**src/rtl/agbc_pkg.sv**
```systemverilog
`timescale 1ns / 1ps
`default_nettype none

package agbc_pkg;

  // Default build parameters
  localparam int AGBC_SAMPLE_COUNT = 256;
  localparam int AGBC_SAMPLE_WIDTH = 16;

  // Fixed field widths
  localparam int ONE_G_W = 15;
  localparam int BIAS_W  = 21;
  localparam int CMD_W   = 2;

  localparam logic [ONE_G_W-1:0] ONE_G_RESET = 15'd4096;

  // Saturation limits of the bias registers
  localparam logic signed [BIAS_W-1:0] BIAS_MAX = 21'sh0FFFFF;
  localparam logic signed [BIAS_W-1:0] BIAS_MIN = 21'sh100000;

  // Command codes; the spare code behaves as init
  typedef enum logic [CMD_W-1:0] {
    CMD_SAMPLE   = 2'd0,
    CMD_RESTART  = 2'd1,
    CMD_INIT     = 2'd2,
    CMD_INIT_ALT = 2'd3
  } cmd_e;

  // Per-word control from the accumulator to the bias stage
  typedef struct packed {
    logic pass_done;   // this sample closed a pass
    logic restart;     // session restart (any command)
    logic clear_bias;  // init: bias back to zero
  } agbc_ctrl_t;

endpackage : agbc_pkg

`default_nettype wire

```
**src/rtl/agbc_in_if.sv**
```systemverilog
`timescale 1ns / 1ps
`default_nettype none

interface agbc_in_if
  import agbc_pkg::*;
#(
  parameter int SAMPLE_WIDTH = AGBC_SAMPLE_WIDTH
) ();
  logic                           valid;
  logic                           ready;
  logic [CMD_W-1:0]               cmd;
  logic signed [SAMPLE_WIDTH-1:0] acc_x;
  logic signed [SAMPLE_WIDTH-1:0] acc_y;
  logic signed [SAMPLE_WIDTH-1:0] acc_z;

  modport source (output valid, cmd, acc_x, acc_y, acc_z, input ready);
  modport sink   (input valid, cmd, acc_x, acc_y, acc_z, output ready);
endinterface : agbc_in_if

`default_nettype wire

```
**src/rtl/agbc_out_if.sv**
```systemverilog
`timescale 1ns / 1ps
`default_nettype none

interface agbc_out_if
  import agbc_pkg::*;
();
  logic                     valid;
  logic                     ready;
  logic signed [BIAS_W-1:0] bias_x;
  logic signed [BIAS_W-1:0] bias_y;
  logic signed [BIAS_W-1:0] bias_z;
  logic                     status;
  logic                     pass_done;

  modport source (output valid, bias_x, bias_y, bias_z, status, pass_done, input ready);
  modport sink   (input valid, bias_x, bias_y, bias_z, status, pass_done, output ready);
endinterface : agbc_out_if

`default_nettype wire

```
**src/rtl/agbc_cfg_if.sv**
```systemverilog
`timescale 1ns / 1ps
`default_nettype none

interface agbc_cfg_if
  import agbc_pkg::*;
();
  logic               valid;
  logic               ready;
  logic [ONE_G_W-1:0] one_g_lsb;

  modport source (output valid, one_g_lsb, input ready);
  modport sink   (input valid, one_g_lsb, output ready);
endinterface : agbc_cfg_if

`default_nettype wire

```
**src/rtl/accel_gravity_bias_calibrator.sv**
```systemverilog
// Accelerometer gravity-bias calibrator. Each sample word (cmd 0) adds the
// three axis samples into per-axis sums; the SAMPLE_COUNT-th sample of a
// pass (SAMPLE_COUNT must be a power of two) averages them by a flooring
// shift, removes one g (cfg one_g_lsb, reset 4096) toward zero from the
// axis of largest magnitude, subtracts the averages from the 21-bit
// saturating bias and sets status. cmd 1 restarts the pass and clears
// status; cmd 2 and 3 also zero the bias. Every input word yields one
// result word carrying the bias and status after that word. The block
// takes one word per clock while the output is not stalled; a word passes
// through the input register and its result is then registered in the output
// register, held there until taken while the next word is already accepted.
// Write one_g_lsb only while no word is in flight.
`timescale 1ns / 1ps
`default_nettype none

module accel_gravity_bias_calibrator
  import agbc_pkg::*;
#(
  parameter int SAMPLE_COUNT = AGBC_SAMPLE_COUNT,
  parameter int SAMPLE_WIDTH = AGBC_SAMPLE_WIDTH
) (
  input  wire logic   clk,
  input  wire logic   rst_n,
  agbc_in_if.sink     in_ch,
  agbc_out_if.source  out_ch,
  agbc_cfg_if.sink    cfg_ch
);

  logic                           s0_valid_r;
  cmd_e                           s0_cmd_r;
  logic signed [SAMPLE_WIDTH-1:0] s0_acc_r [3];
  logic                           out_valid_r;
  logic                           pass_done_r;
  logic [ONE_G_W-1:0]             one_g_r;
  logic                           adv;
  logic                           step;
  logic                           in_take;
  logic signed [SAMPLE_WIDTH-1:0] avg  [3];
  logic signed [BIAS_W-1:0]       bias [3];
  logic                           status;
  agbc_ctrl_t                     ctrl;

  // Handshake: the input register moves on when the output slot frees
  assign adv          = !out_valid_r || out_ch.ready;
  assign step         = s0_valid_r && adv;
  assign in_ch.ready  = !s0_valid_r || adv;
  assign in_take      = in_ch.valid && in_ch.ready;
  assign cfg_ch.ready = 1'b1;

  // Configuration register
  always_ff @(posedge clk) begin
    if (!rst_n) begin
      one_g_r <= ONE_G_RESET;
    end else if (cfg_ch.valid) begin
      one_g_r <= cfg_ch.one_g_lsb;
    end
  end

  // Valid flags
  always_ff @(posedge clk) begin
    if (!rst_n) begin
      s0_valid_r  <= 1'b0;
      out_valid_r <= 1'b0;
    end else begin
      if (in_ch.ready) s0_valid_r <= in_ch.valid;
      if (adv)         out_valid_r <= s0_valid_r;
    end
  end

  // Input word register
  always_ff @(posedge clk) begin
    if (in_take) begin
      s0_cmd_r    <= cmd_e'(in_ch.cmd);
      s0_acc_r[0] <= in_ch.acc_x;
      s0_acc_r[1] <= in_ch.acc_y;
      s0_acc_r[2] <= in_ch.acc_z;
    end
  end

  agbc_accum #(
    .SAMPLE_COUNT (SAMPLE_COUNT),
    .SAMPLE_WIDTH (SAMPLE_WIDTH)
  ) u_accum (
    .clk   (clk),
    .rst_n (rst_n),
    .en    (step),
    .cmd   (s0_cmd_r),
    .acc   (s0_acc_r),
    .avg   (avg),
    .ctrl  (ctrl)
  );

  agbc_bias #(
    .SAMPLE_WIDTH (SAMPLE_WIDTH)
  ) u_bias (
    .clk    (clk),
    .rst_n  (rst_n),
    .en     (step),
    .ctrl   (ctrl),
    .avg    (avg),
    .one_g  (one_g_r),
    .bias   (bias),
    .status (status)
  );

  // Pass-done flag of the word in the output register
  always_ff @(posedge clk) begin
    if (step) pass_done_r <= ctrl.pass_done;
  end

  assign out_ch.valid     = out_valid_r;
  assign out_ch.bias_x    = bias[0];
  assign out_ch.bias_y    = bias[1];
  assign out_ch.bias_z    = bias[2];
  assign out_ch.status    = status;
  assign out_ch.pass_done = pass_done_r;

endmodule : accel_gravity_bias_calibrator

`default_nettype wire

```
**src/rtl/agbc_accum.sv**
```systemverilog
`timescale 1ns / 1ps
`default_nettype none

// Per-axis sample accumulator and pass counter. Produces the floored
// averages of the pass that the current sample closes.
module agbc_accum
  import agbc_pkg::*;
#(
  parameter int SAMPLE_COUNT = AGBC_SAMPLE_COUNT,
  parameter int SAMPLE_WIDTH = AGBC_SAMPLE_WIDTH
) (
  input  wire logic                           clk,
  input  wire logic                           rst_n,
  input  wire logic                           en,
  input  wire cmd_e                           cmd,
  input  wire logic signed [SAMPLE_WIDTH-1:0] acc [3],
  output logic signed [SAMPLE_WIDTH-1:0]      avg [3],
  output agbc_ctrl_t                          ctrl
);

  // SAMPLE_COUNT is a power of two: the average is an arithmetic shift
  localparam int LOG2  = $clog2(SAMPLE_COUNT);
  localparam int CNT_W = LOG2;
  localparam int SUM_W = SAMPLE_WIDTH + LOG2;
  localparam logic [CNT_W-1:0] CNT_LAST = CNT_W'(SAMPLE_COUNT - 1);

  logic signed [SUM_W-1:0] sum_r   [3];
  logic signed [SUM_W-1:0] sum_nxt [3];
  logic [CNT_W-1:0]        cnt_r;
  logic                    is_sample;

  assign is_sample = (cmd == CMD_SAMPLE);

  // Running sums including this sample, and their floored averages
  always_comb begin
    for (int i = 0; i < 3; i++) begin
      sum_nxt[i] = sum_r[i] + SUM_W'(acc[i]);
      avg[i]     = SAMPLE_WIDTH'(sum_nxt[i] >>> LOG2);
    end
  end

  // Control decode for the bias stage
  always_comb begin
    ctrl.pass_done  = is_sample && (cnt_r == CNT_LAST);
    ctrl.restart    = !is_sample;
    unique case (cmd) inside
      CMD_INIT, CMD_INIT_ALT: ctrl.clear_bias = 1'b1;
      default:                ctrl.clear_bias = 1'b0;
    endcase
  end

  // Sums and count: cleared by any command or at the end of a pass
  always_ff @(posedge clk) begin
    if (!rst_n) begin
      cnt_r <= '0;
      for (int i = 0; i < 3; i++) sum_r[i] <= '0;
    end else if (en) begin
      if (ctrl.restart || ctrl.pass_done) begin
        cnt_r <= '0;
        for (int i = 0; i < 3; i++) sum_r[i] <= '0;
      end else begin
        cnt_r <= cnt_r + 1'b1;
        for (int i = 0; i < 3; i++) sum_r[i] <= sum_nxt[i];
      end
    end
  end

endmodule : agbc_accum

`default_nettype wire

```
**src/rtl/agbc_bias.sv**
```systemverilog
`timescale 1ns / 1ps
`default_nettype none

// End-of-pass finalize: pick the gravity axis, strip one g from it, and
// fold the averages into the saturating bias. Commands clear status.
module agbc_bias
  import agbc_pkg::*;
#(
  parameter int SAMPLE_WIDTH = AGBC_SAMPLE_WIDTH
) (
  input  wire logic                           clk,
  input  wire logic                           rst_n,
  input  wire logic                           en,
  input  wire agbc_ctrl_t                     ctrl,
  input  wire logic signed [SAMPLE_WIDTH-1:0] avg [3],
  input  wire logic [ONE_G_W-1:0]             one_g,
  output logic signed [BIAS_W-1:0]            bias [3],
  output logic                                status
);

  localparam int ADJ_W  = ((SAMPLE_WIDTH > ONE_G_W + 1) ? SAMPLE_WIDTH : ONE_G_W + 1) + 1;
  localparam int DIFF_W = ((ADJ_W > BIAS_W) ? ADJ_W : BIAS_W) + 1;

  logic [SAMPLE_WIDTH-1:0]   mag [3];
  logic [2:0]                sel;
  logic signed [ADJ_W-1:0]   g_ext;
  logic signed [ADJ_W-1:0]   adj  [3];
  logic signed [DIFF_W-1:0]  diff [3];
  logic signed [BIAS_W-1:0]  sat  [3];
  logic signed [BIAS_W-1:0]  bias_r [3];
  logic                      status_r;

  // Magnitudes; the most negative value reads as its unsigned magnitude
  always_comb begin
    for (int i = 0; i < 3; i++) begin
      mag[i] = avg[i][SAMPLE_WIDTH-1] ? SAMPLE_WIDTH'(-avg[i]) : SAMPLE_WIDTH'(avg[i]);
    end
  end

  // Largest magnitude, strict compares so ties go to the later axis
  always_comb begin
    sel = 3'b100;
    if (mag[0] > mag[1] && mag[0] > mag[2]) sel = 3'b001;
    else if (mag[1] > mag[2])               sel = 3'b010;
  end

  // Remove one g toward zero on the chosen axis, then subtract and clamp
  assign g_ext = ADJ_W'($signed({1'b0, one_g}));

  always_comb begin
    for (int i = 0; i < 3; i++) begin
      adj[i] = ADJ_W'(avg[i]);
      if (sel[i]) begin
        adj[i] = avg[i][SAMPLE_WIDTH-1] ? (ADJ_W'(avg[i]) + g_ext)
                                        : (ADJ_W'(avg[i]) - g_ext);
      end
      diff[i] = DIFF_W'(bias_r[i]) - DIFF_W'(adj[i]);
      if (diff[i] > DIFF_W'(BIAS_MAX))      sat[i] = BIAS_MAX;
      else if (diff[i] < DIFF_W'(BIAS_MIN)) sat[i] = BIAS_MIN;
      else                                  sat[i] = BIAS_W'(diff[i]);
    end
  end

  // Bias and status state; their values are the result word's fields
  always_ff @(posedge clk) begin
    if (!rst_n) begin
      status_r <= 1'b0;
      for (int i = 0; i < 3; i++) bias_r[i] <= '0;
    end else if (en) begin
      if (ctrl.restart) begin
        status_r <= 1'b0;
        if (ctrl.clear_bias) begin
          for (int i = 0; i < 3; i++) bias_r[i] <= '0;
        end
      end else if (ctrl.pass_done) begin
        status_r <= 1'b1;
        for (int i = 0; i < 3; i++) bias_r[i] <= sat[i];
      end
    end
  end

  assign bias   = bias_r;
  assign status = status_r;

endmodule : agbc_bias

`default_nettype wire

```
**src/flat_wrapper.sv**
```systemverilog
// flat-port wrapper written by rule: the top's interface ports become plain ports
module accel_gravity_bias_calibrator_flat import agbc_pkg::*;
#(
  parameter int SAMPLE_COUNT = AGBC_SAMPLE_COUNT,
  parameter int SAMPLE_WIDTH = AGBC_SAMPLE_WIDTH
)
  (clk, rst_n, in_ch_valid, in_ch_cmd, in_ch_acc_x, in_ch_acc_y, in_ch_acc_z, in_ch_ready, out_ch_valid, out_ch_bias_x, out_ch_bias_y, out_ch_bias_z, out_ch_status, out_ch_pass_done, out_ch_ready, cfg_ch_valid, cfg_ch_one_g_lsb, cfg_ch_ready);
  agbc_in_if #(.SAMPLE_WIDTH(SAMPLE_WIDTH)) in_ch_i ();
  agbc_out_if out_ch_i ();
  agbc_cfg_if cfg_ch_i ();
  input  wire logic clk;
  input  wire logic rst_n;
  input wire logic [$bits(in_ch_i.valid)-1:0] in_ch_valid;
  input wire logic [$bits(in_ch_i.cmd)-1:0] in_ch_cmd;
  input wire logic [$bits(in_ch_i.acc_x)-1:0] in_ch_acc_x;
  input wire logic [$bits(in_ch_i.acc_y)-1:0] in_ch_acc_y;
  input wire logic [$bits(in_ch_i.acc_z)-1:0] in_ch_acc_z;
  output wire logic [$bits(in_ch_i.ready)-1:0] in_ch_ready;
  output wire logic [$bits(out_ch_i.valid)-1:0] out_ch_valid;
  output wire logic [$bits(out_ch_i.bias_x)-1:0] out_ch_bias_x;
  output wire logic [$bits(out_ch_i.bias_y)-1:0] out_ch_bias_y;
  output wire logic [$bits(out_ch_i.bias_z)-1:0] out_ch_bias_z;
  output wire logic [$bits(out_ch_i.status)-1:0] out_ch_status;
  output wire logic [$bits(out_ch_i.pass_done)-1:0] out_ch_pass_done;
  input wire logic [$bits(out_ch_i.ready)-1:0] out_ch_ready;
  input wire logic [$bits(cfg_ch_i.valid)-1:0] cfg_ch_valid;
  input wire logic [$bits(cfg_ch_i.one_g_lsb)-1:0] cfg_ch_one_g_lsb;
  output wire logic [$bits(cfg_ch_i.ready)-1:0] cfg_ch_ready;
  assign in_ch_i.valid = in_ch_valid;
  assign in_ch_i.cmd = in_ch_cmd;
  assign in_ch_i.acc_x = in_ch_acc_x;
  assign in_ch_i.acc_y = in_ch_acc_y;
  assign in_ch_i.acc_z = in_ch_acc_z;
  assign in_ch_ready = in_ch_i.ready;
  assign out_ch_valid = out_ch_i.valid;
  assign out_ch_bias_x = out_ch_i.bias_x;
  assign out_ch_bias_y = out_ch_i.bias_y;
  assign out_ch_bias_z = out_ch_i.bias_z;
  assign out_ch_status = out_ch_i.status;
  assign out_ch_pass_done = out_ch_i.pass_done;
  assign out_ch_i.ready = out_ch_ready;
  assign cfg_ch_i.valid = cfg_ch_valid;
  assign cfg_ch_i.one_g_lsb = cfg_ch_one_g_lsb;
  assign cfg_ch_ready = cfg_ch_i.ready;
  accel_gravity_bias_calibrator #(.SAMPLE_COUNT(SAMPLE_COUNT), .SAMPLE_WIDTH(SAMPLE_WIDTH)) u_core (.clk(clk), .rst_n(rst_n), .in_ch(in_ch_i), .out_ch(out_ch_i), .cfg_ch(cfg_ch_i));
endmodule
```
**config.mk**
```make
export PLATFORM = sky130hd
export DESIGN_NAME = accel_gravity_bias_calibrator_flat
export DESIGN_NICKNAME = d
export VERILOG_FILES = /design/src/rtl/agbc_pkg.sv /design/src/rtl/agbc_in_if.sv /design/src/rtl/agbc_out_if.sv /design/src/rtl/agbc_cfg_if.sv /design/src/rtl/accel_gravity_bias_calibrator.sv /design/src/rtl/agbc_accum.sv /design/src/rtl/agbc_bias.sv /design/src/flat_wrapper.sv
export SDC_FILE = /design/constraint.sdc
export NUM_CORES = 1
export LEC_CHECK = 0
export BUFFER_PORTS_ARGS = -buffer_cell sky130_fd_sc_hd__buf_2
export CORE_UTILIZATION = 55
export DETAILED_ROUTE_END_ITERATION = 10
export PLACE_DENSITY = 0.79
export SLEW_MARGIN = 15
export SYNTH_ARGS = -nofsm -noshare
export SYNTH_HDL_FRONTEND = slang
export SYNTH_SLANG_ARGS = --single-unit
```
**constraint.sdc**
```tcl
create_clock -name clk -period 9.25 [get_ports clk]
set_input_delay 1.85 -clock clk [delete_from_list [all_inputs] [get_ports clk]]
set_output_delay 1.85 -clock clk [all_outputs]
set_load 0.05 [all_outputs]
```
# After elaboration in Yosys (flattened, before gate mapping)
# Memory sizes are Yosys's and may differ from the RTL's.
# Index checks and enable logic that the tools add are counted.
# totals
out_inout_bits	68
memories	1
reg_bits	140
in_bits	70
ram_bits	72
# mem_list
memory	depth	word_bits	rd	rd_clocked_by_memory_dff	wr	line	rtl
u_core.u_accum.sum_r	3	24	3	0	3	agbc_accum.sv:27	logic signed [SUM_W-1:0] sum_r [3];
# op_classes
bitwise	6
order_cmp	9
n_reduce_logical	15
mux	39
eq_ne	4
n_addsub	16
# op_table
cell	n
63-bit 2-to-1 mux	3
24-bit 2-to-1 mux	6
21-bit 2-to-1 mux	6
17-bit 2-to-1 mux	6
24-bit by 16-bit adder with 24-bit output	3
22-bit by 21-bit > comparator with 1-bit output (second input constant)	3
22-bit by 21-bit less-than comparator with 1-bit output (second input constant)	3
21-bit by 17-bit subtractor with 22-bit output	3
16-bit by 16-bit adder with 17-bit output	3
16-bit by 16-bit subtractor with 17-bit output	3
16-bit > comparator	3
16-bit 2-to-1 mux	3
16-bit negator	3
1-bit 2-to-1 mux	12
8-bit by 1-bit adder with 8-bit output (second input constant)	1
8-bit equality test (second input constant)	1
8-bit 2-to-1 mux	1
3-bit 2-to-1 mux	2
1-bit bitwise OR	6
2-bit equality test (second input constant)	2
1-bit logical AND	4
1-bit logical NOT	3
1-bit logical OR	3
3-bit AND reduction	1
5 further kinds	5

# Longest topological paths before layout
# Gate-level depths: netlist of the first run.
# An unclocked memory read counts as a cell.
# depth
word_depth	14
depth_mapped	45

# Cells and area by module
# Synthesis of the first run repeated with hierarchy kept, for this count alone.
# unflattened
cells_unflattened	2222
area_unflattened_um2	19745.2
# modules_own_cells
module	n_inst	cells_per_inst	area_each_um2	seq_area_each_um2
agbc_bias	1	1370	10597.7	1281.2
agbc_accum	1	742	6944.2	2322.2
accel_gravity_bias_calibrator	1	110	2203.4	1871.8

# Worst setup path after synthesis of the first run
# No wires, ideal clock.
# synth_path
path_kind	flip-flop to flip-flop
from	register u_core.s0_acc_r[33] (netlist name)
to	register u_core.u_bias.bias_r (netlist bit u_core.u_bias.bias[49])
setup_time_ns	0.133
slack_ns	0.304
arrival_ns	8.813
path_stages_with_launch	44
period_less_slack_ns	8.946
cell_sequence	edfxtp_1 > ha_1 > a211oi_1 > o211ai_1 > a21boi_0 > nor3_1 > o2111a_1 > or3_1 > nand3_1 > clkbuf_1 > buf_1 > a21oi_1 > xor2_1 > ha_1 > a21o_1 > a21o_1 > a21oi_1 > o21ai_0 > [... 8 more ...] > inv_1 > fa_1 > a21o_1 > a21oi_1 > o21ai_0 > a21oi_1 > o21ai_0 > a21oi_1 > o21ai_0 > a21oi_1 > o21ai_0 > a41oi_1 > a31oi_1 > a2111oi_0 > a311oi_1 > clkbuf_1 > a22oi_1 > a21oi_1
# synth_between
elab_chain_len	13
elab_cells_between_ends	18
# synth_lines
item	line	rtl
start: declaration	accel_gravity_bias_calibrator.sv:31	logic signed [SAMPLE_WIDTH-1:0] s0_acc_r [3];
24-bit by 16-bit adder with 24-bit output (*)	agbc_accum.sv:37	sum_nxt[i] = sum_r[i] + SUM_W'(acc[i]);
16-bit negator	agbc_bias.sv:36	mag[i] = avg[i][SAMPLE_WIDTH-1] ? SAMPLE_WIDTH'(-avg[i]) : SAMPLE_WIDTH'(avg[i]);
16-bit 2-to-1 mux	agbc_bias.sv:36	
16-bit > comparator	agbc_bias.sv:43	if (mag[0] > mag[1] && mag[0] > mag[2]) sel = 3'b001;
1-bit logical AND	agbc_bias.sv:43	
3-bit 2-to-1 mux	agbc_bias.sv:43	
17-bit 2-to-1 mux (*)	agbc_bias.sv:53	if (sel[i]) begin
21-bit by 17-bit subtractor with 22-bit output (*)	agbc_bias.sv:57	diff[i] = DIFF_W'(bias_r[i]) - DIFF_W'(adj[i]);
22-bit by 21-bit less-than comparator with 1-bit output	agbc_bias.sv:59	else if (diff[i] < DIFF_W'(BIAS_MIN)) sat[i] = BIAS_MIN;
21-bit 2-to-1 mux	agbc_bias.sv:59	
21-bit 2-to-1 mux (*)	agbc_bias.sv:58	if (diff[i] > DIFF_W'(BIAS_MAX)) sat[i] = BIAS_MAX;
63-bit 2-to-1 mux (*)	agbc_bias.sv:75	end else if (ctrl.pass_done) begin
63-bit 2-to-1 mux (*)	agbc_bias.sv:70	if (ctrl.restart) begin
end: declaration	agbc_bias.sv:30	logic signed [BIAS_W-1:0] bias_r [3];
# Mark *: on every way between the ends. The rest lies on a longest branch, timed or not. The select of a mux whose other input is x is not followed.
# A chain may end at the register's enable or synchronous reset.

==> flow_metrics.py, run 1 <==
metrics = {
    "synth": {
        "ys_types": 96,
        "synth-seq-cells": 212,
        "yosys.area.top_type_share_pct": 19.01,
        "synthArstFlopShare_pct": 0,
        "synthTopCellsByCount": "nor2_1 (225), ha_1 (213), a21oi_1 (192)",
        "synth_most_common_cell": "nor2_1",
        "syn_nets": 2580,
        "netlist_area_mm2": 0.01943,
        "synth_edf_count": 123,
        "synth_warnings": 0,
        "synth_fa_ha_area_share_pct": 15.26,
        "synth_compound_area_share_pct": 22.51,
        "ys_seq_area_share_pct": 28.18,
        "yosys-top-cells-area": "edfxtp_1 (19%), ha_1 (14%), dfxtp_1 (9.2%)",
        "synth_top_family_by_area": "compound AO/OA/AOI/OAI gates",
        "syn_inst": 2288,
        "synth_ff_type": "edfxtp_1",
        "synth_xor_area_share_pct": 9.941,
        "syn_avg_cell_area_um2": 8.493,
        "synthSimpleGateAreaFrac_pct": 17.67,
        "synth_top_cell_by_area": "edfxtp_1",
        "synthMuxAreaShare_pct": 2.035,
    },
    "worst_setup_path": {
        "worstPathArrival_ps": 9310,
        "cp_slowest_cell": "or4_1",
        "worst_ep_required_time_ps": 9680,
        "cpPeakStageDelay_ps": 460,
        "crit_type": "flop to flop",
        "path_max_fanout": 17,
        "cp-start-kind": "flop",
        "end_kind": "flop",
    },
    "power": {
        "pwr-share-clk_pct": 17.8,
        "p_sw_mw": 2.555,
        "pwr-share-comb_pct": 63.7,
        "pwr_density_cell_mw_per_mm2": 256.2,
        "p_leak_nw": 10.02,
        "swShare_pct": 44.49,
        "power.internal_mw": 3.187,
        "seqPwrFrac_pct": 18.5,
        "vdd_drop_max_v": 0.0001859,
        "power_mw": 5.742,
    },
    "floorplanning": {
        "num_rows": 68,
        "initial_core_util_pct": 56.12,
        "dieArea_mm2": 0.03609,
        "io_pins": 138,
        "fp.dieW_um": 190.0,
        "core_mm2": 0.03463,
        "die_y_um": 190.0,
    },
    "placed_design": {
        "portBuffers": 136,
        "gp_congestion": 1.021,
        "hpwl_um": 42250,
        "dp.cells": 2873,
    },
    "clocking": {
        "cts_tree": "yes",
        "clk_pin_slew_ps": 70,
        "htree_num_levels": 1,
        "numCtsBuffers": 26,
        "insertion_delay_ps": 550,
        "cts_root_buf": "clkbuf_16",
        "clock_path_buffers": 3,
        "cts.sinks": 212,
        "ctsHoldBuffers": 0,
    },
    "cells_and_area": {
        "antenna_cells": 0,
        "utilization_pct": 64.72,
        "layout.nets": 2758,
        "layout-drive-gt1-share_pct": 15.53,
        "area_growth_pct": 15.34,
        "finalNonFillerCells": 2940,
    },
    "global_route": {
        "globalRouteOverflowTotal": 0,
        "grt_max_degree": 73,
        "grt_use_total_pct": 30.16,
        "antenna_found_initial": 0,
        "grt_pass1_vias": 17200,
        "grt_pass1_wl_um": 87820,
    },
    "timing": {
        "period_share_pct": 95.97,
        "setup_viol": 0,
        "tightest_slew_ps": 1161,
        "finClkSkew_ps": 13.26,
        "hold_viol_final": 0,
        "layout_min_cycle_time_ps": 8877,
        "fmax_mhz": 112.6,
        "slew_viol_final": 0,
        "relSlewSlack_pct": 22.62,
    },
    "hold_path": {
        "hold_class": "flop to flop",
    },
    "detailed_routing": {
        "routed-via-count": 18170,
        "drtPass1Iterations": 5,
        "drtIter0Drc": 1380,
        "wl_per_cell_um": 19.03,
        "ant_nets": 0,
        "drc_errors": 0,
        "routed_wl_um": 55960,
        "vias_per_cell": 6.180,
    },
    "status": {
        "outcome": "finished clean",
    },
    "job": {
        "maxCapViolCount": 0,
    },
}
per-layer routing:
layer	up-vias	wire [um]	track usage [%]
met5	-	0	0
met4	0	1887	10.51
met3	130	3739	3.394
met2	693	25990	50.06
met1	8605	24340	40.46
li1	8740	-	-
registers in the layout, summed over array words and instances, names as in the netlist:
register / count
u_core.u_accum.sum_r: 72
u_core.u_bias.bias: 63
u_core.s0_acc_r: 48
u_core.one_g_r: 15
u_core.u_accum.cnt_r: 8
u_core.s0_cmd_r: 2
u_core.out_ch.pass_done: 1
u_core.out_ch.valid: 1
u_core.s0_valid_r: 1
u_core.u_bias.status: 1
kinds of logic after synthesis:
| logic type | Yosys count |
|---|---|
| AO/OA/AOI/OAI | 663 |
| other | 1 |
| AND/OR/NAND/NOR | 708 |
| buffers and inverters | 220 |
| flip-flops | 212 |
| adder cells (fa/ha/maj) | 234 |
| XOR/XNOR | 211 |
| multiplexers | 39 |
per-stage QoR:
stage | setup slack, ps | cell area (um2) | hold WS (ps) | setup TNS, ps
CTS | 6.016 | 21960 | 479.8 | 0
global route | -73.23 | 22410 | 510.2 | -1054
finish | 372.5 | 22410 | 482.3 | 0
global placement | 1.759 | 21040 | 456.9 | 0
floorplan | 304.1 | 19430 | 458.8 | 0
detailed placement | -226.9 | 21040 | 467.4 | -3088
cell type report:
class	instances	area [um2]
clock buffers	36	729.5
clock inverters	11	112.6
fillers	2895	12220
inverters	124	465.4
multi-input cells	1856	13510
flip-flops and latches	212	5475
well taps	455	569.3
repair buffers	246	1548
timing repair:
item,4_1_cts,5_1_grt
pin swaps,2,18
resized for setup,11,78
buffers inserted,3,17
setup endpoints to repair,21,63
final timing paths:
path / cells past startpoint / endpoint / from / slack (ps)
max: 38 / u_core.u_bias.bias[27] / u_core.s0_acc_r[0] / 370
min: 2 / u_core.u_bias.bias[20] / u_core.u_bias.bias[20] / 480
max reg2reg: 38 / u_core.u_bias.bias[27] / u_core.s0_acc_r[0] / 370
min reg2reg: 2 / u_core.u_bias.bias[20] / u_core.u_bias.bias[20] / 480
worst max-delay path, delay by kind of cell (launching register included):
family                     cells  cell delay [ps]
AOI/OAI and AO/OA             24             4840
xor gates and xnor gates       1              360
adders and majority gates      5             1680
buffers and inverters          6              960
DFF                            1              370
and+or+nand+nor                2              540
power groups by stage:
stage	clock (mW)	combinational, mW	sequential (mW)
after detailed placement	0	3.43	1.08
after CTS	1.04	3.48	1.06
after floorplan	0	2.58	1.07
final	1.02	3.66	1.06
after global routing	1.07	4.00	1.06
after global placement	0	3.33	1.08
layout by cell type, fill, tap and decap left out, types with 21 or more instances in the layout:
| cell type | netlist | layout |
|---|---|---|
| nor2_1 | 225 | 225 |
| ha_1 | 213 | 210 |
| a21oi_1 | 192 | 176 |
| nand2_1 | 162 | 161 |
| xnor2_1 | 149 | 144 |
| buf_2 | 4 | 136 |
| edfxtp_1 | 123 | 123 |
| inv_1 | 122 | 122 |
| o21ai_0 | 131 | 113 |
| buf_4 | 4 | 106 |
| dfxtp_1 | 89 | 89 |
| a21o_1 | 60 | 60 |
| xor2_1 | 55 | 53 |
| nor3_1 | 52 | 51 |
| nand3_1 | 40 | 37 |
| and2_1 | 37 | 36 |
| mux2i_1 | 35 | 35 |
| a22oi_1 | 32 | 32 |
| or3_1 | 29 | 28 |
| nand2b_1 | 27 | 27 |
| o211ai_1 | 27 | 27 |
| clkbuf_16 | 0 | 27 |
| nor2b_1 | 26 | 25 |
| nand4_1 | 24 | 24 |
| and3_1 | 22 | 21 |
| a31oi_1 | 24 | 21 |
Note: power is estimated with default switching activity, not from simulation.
==> run 2, diff against run 1 <==
--- a/config.mk
+++ b/config.mk
@@ -8,6 +8,7 @@
 export BUFFER_PORTS_ARGS = -buffer_cell sky130_fd_sc_hd__buf_2
 export CORE_UTILIZATION = 55
 export DETAILED_ROUTE_END_ITERATION = 10
+export MAX_ROUTING_LAYER = met4
 export PLACE_DENSITY = 0.79
 export SLEW_MARGIN = 15
 export SYNTH_ARGS = -nofsm -noshare
==> run 2 against run 1 <==
Against the previous run: flip-flop and latch count unchanged; die area unchanged; sequential share of layout area about the same; via count about the same; clock skew up 3.1 ps; non-clock buffer count down 2; combinational power about the same; critical endpoint is now u_core.u_bias.bias[56]; maximum frequency down 0.35%; worst setup slack worse by 31 ps; hold slack worse by 6.7 ps; largest cell class unchanged.
==> flow_metrics.py, run 2 (synthesis results as in run 1) <==
metrics = {
    "clocking": {
        "clk_pin_slew_ps": 60,
        "numCtsBuffers": 26,
        "clock_path_buffers": 3,
        "ctsHoldBuffers": 0,
        "cts_tree": "yes",
        "htree_num_levels": 1,
        "cts_root_buf": "clkbuf_16",
        "insertion_delay_ps": 550,
        "cts.sinks": 212,
    },
    "timing": {
        "slew_viol_final": 0,
        "fmax_mhz": 112.3,
        "fin_setup_tns_ps": 0,
        "setup_slack_ps": 341.3,
        "hold_viol_final": 0,
        "relSlewSlack_pct": 23.95,
        "finClkSkew_ps": 16.40,
        "layout_min_cycle_time_ps": 8909,
        "setup_viol": 0,
        "period_share_pct": 96.31,
        "holdWs_ps": 475.6,
        "tightest_slew_ps": 1141,
    },
    "cells_and_area": {
        "finalNonFillerCells": 2939,
        "antenna_cells": 0,
        "utilization_pct": 64.79,
        "final_common_cell": "nor2_1",
        "multi_input_area_mm2": 0.01356,
        "nFillCells": 2920,
        "top_register": "u_core.u_accum.sum_r",
        "layout-drive-gt1-share_pct": 16.02,
        "area_growth_pct": 15.46,
        "largest_register_ffs": 72,
        "layout_common_cells": "nor2_1 (225), ha_1 (210), a21oi_1 (175)",
        "layout.nets": 2756,
        "ff_latch_area_mm2": 0.005475,
        "final_area_mm2": 0.02244,
    },
    "placed_design": {
        "place_ws_ps": -310.0,
        "dp.cells": 2870,
        "place_area_mm2": 0.02099,
        "portBuffers": 136,
        "hpwl_um": 42350,
        "gp_congestion": 0.9681,
    },
    "detailed_routing": {
        "routed_wl_um": 56160,
        "vias_per_cell": 6.181,
        "routed-via-count": 18170,
        "drtPass1Iterations": 6,
        "wl_per_cell_um": 19.11,
        "drtIter0Drc": 1432,
        "drc_errors": 0,
        "ant_nets": 0,
    },
    "worst_setup_path": {
        "critPathCapture": "u_core.u_bias.bias[56]",
        "cpPeakStageDelay_ps": 560,
        "crit_path_start": "u_core.s0_acc_r[1]",
        "worstPathArrival_ps": 9320,
        "cp-start-kind": "flop",
        "r2r_start": "u_core.s0_acc_r[1]",
        "worst_ep_required_time_ps": 9660,
        "r2r_cells": 40,
        "crit_type": "flop to flop",
        "worstReg2RegEnd": "u_core.u_bias.bias[56]",
        "path_max_fanout": 16,
        "end_kind": "flop",
        "cp_slowest_cell": "or4_1",
        "r2r_slack_ps": 340,
    },
    "global_route": {
        "grt_pass1_vias": 17350,
        "grt_pass1_wl_um": 88000,
        "grt_max_degree": 73,
        "antenna_found_initial": 0,
        "grt_use_total_pct": 31.11,
        "globalRouteOverflowTotal": 0,
    },
    "power": {
        "pwr_density_cell_mw_per_mm2": 256.0,
        "power_mw": 5.745,
        "p_leak_nw": 10.05,
        "vdd_drop_max_v": 0.0001837,
    },
    "floorplanning": {
        "core_mm2": 0.03463,
        "fp.dieW_um": 190.0,
        "num_rows": 68,
        "dieArea_mm2": 0.03609,
        "io_pins": 138,
        "initial_core_util_pct": 56.12,
        "die_y_um": 190.0,
    },
    "status": {
        "outcome": "finished clean",
    },
    "job": {
        "maxCapViolCount": 0,
    },
    "hold_path": {
        "hold_class": "flop to flop",
    },
}
==> run 2: cell types whose count changed in the layout (fill, tap and decap cells not counted), sizes merged <==
cell / delta
clkinv: +5
clkbuf: -3
inv: -1
bufinv: -1
buf: -2
clkinvlp: +1
==> run 2: repair_timing <==
item                       in CTS  in global routing
buffers inserted                1                 20
resized for setup               7                 92
pin swaps                       1                 27
setup endpoints to repair      51                 63
==> run 2: how the worst min path moves through the flow <==
stage                            start                      end  cells past startpoint
2_1_floorplan  u_core.u_accum.cnt_r[7]  u_core.u_accum.cnt_r[7]                      2
3_3_place_gp    u_core.u_bias.bias[42]   u_core.u_bias.bias[42]                      2
3_5_place_dp    u_core.u_bias.bias[20]   u_core.u_bias.bias[20]                      2
4_1_cts         u_core.u_bias.bias[20]   u_core.u_bias.bias[20]                      2
5_1_grt         u_core.u_bias.bias[20]   u_core.u_bias.bias[20]                      2
6_report        u_core.u_bias.bias[20]   u_core.u_bias.bias[20]                      2
==> run 2: power breakdown <==
part	internal, mW	switching, mW
clock	0.599	0.424
sequential	1.04	0.0235
combinational	1.54	2.12
==> run 2: final cells by class <==
type                            instances  share of cell area, %
Multi-Input combinational cell       1856                  60.43
Clock buffer                           33                  3.340
Sequential cell                       212                  24.40
Clock inverter                         15                 0.4740
Tap cell                              455                  2.537
Inverter                              124                  2.075
Timing Repair Buffer                  244                  6.737
==> run 2: worst max-delay path, delay by kind of cell, from the launching register on <==
kind            cells  cell delay [ps]
compound gates     22             4320
xor+xnor            3              910
fa+ha+maj           3              930
buf+inv             8             1140
flops               1              420
simple gates        4             1020
==> run 2: per-layer routing <==
layer | vias to the layer above | global-route usage, % | wire, um
met2 | 622 | 51.42 | 26360
met4 | 0 | 9.677 | 1823
li1 | 8744 | - | -
met5 | - | - | 0
met1 | 8672 | 39.98 | 24830
met3 | 127 | 3.099 | 3151
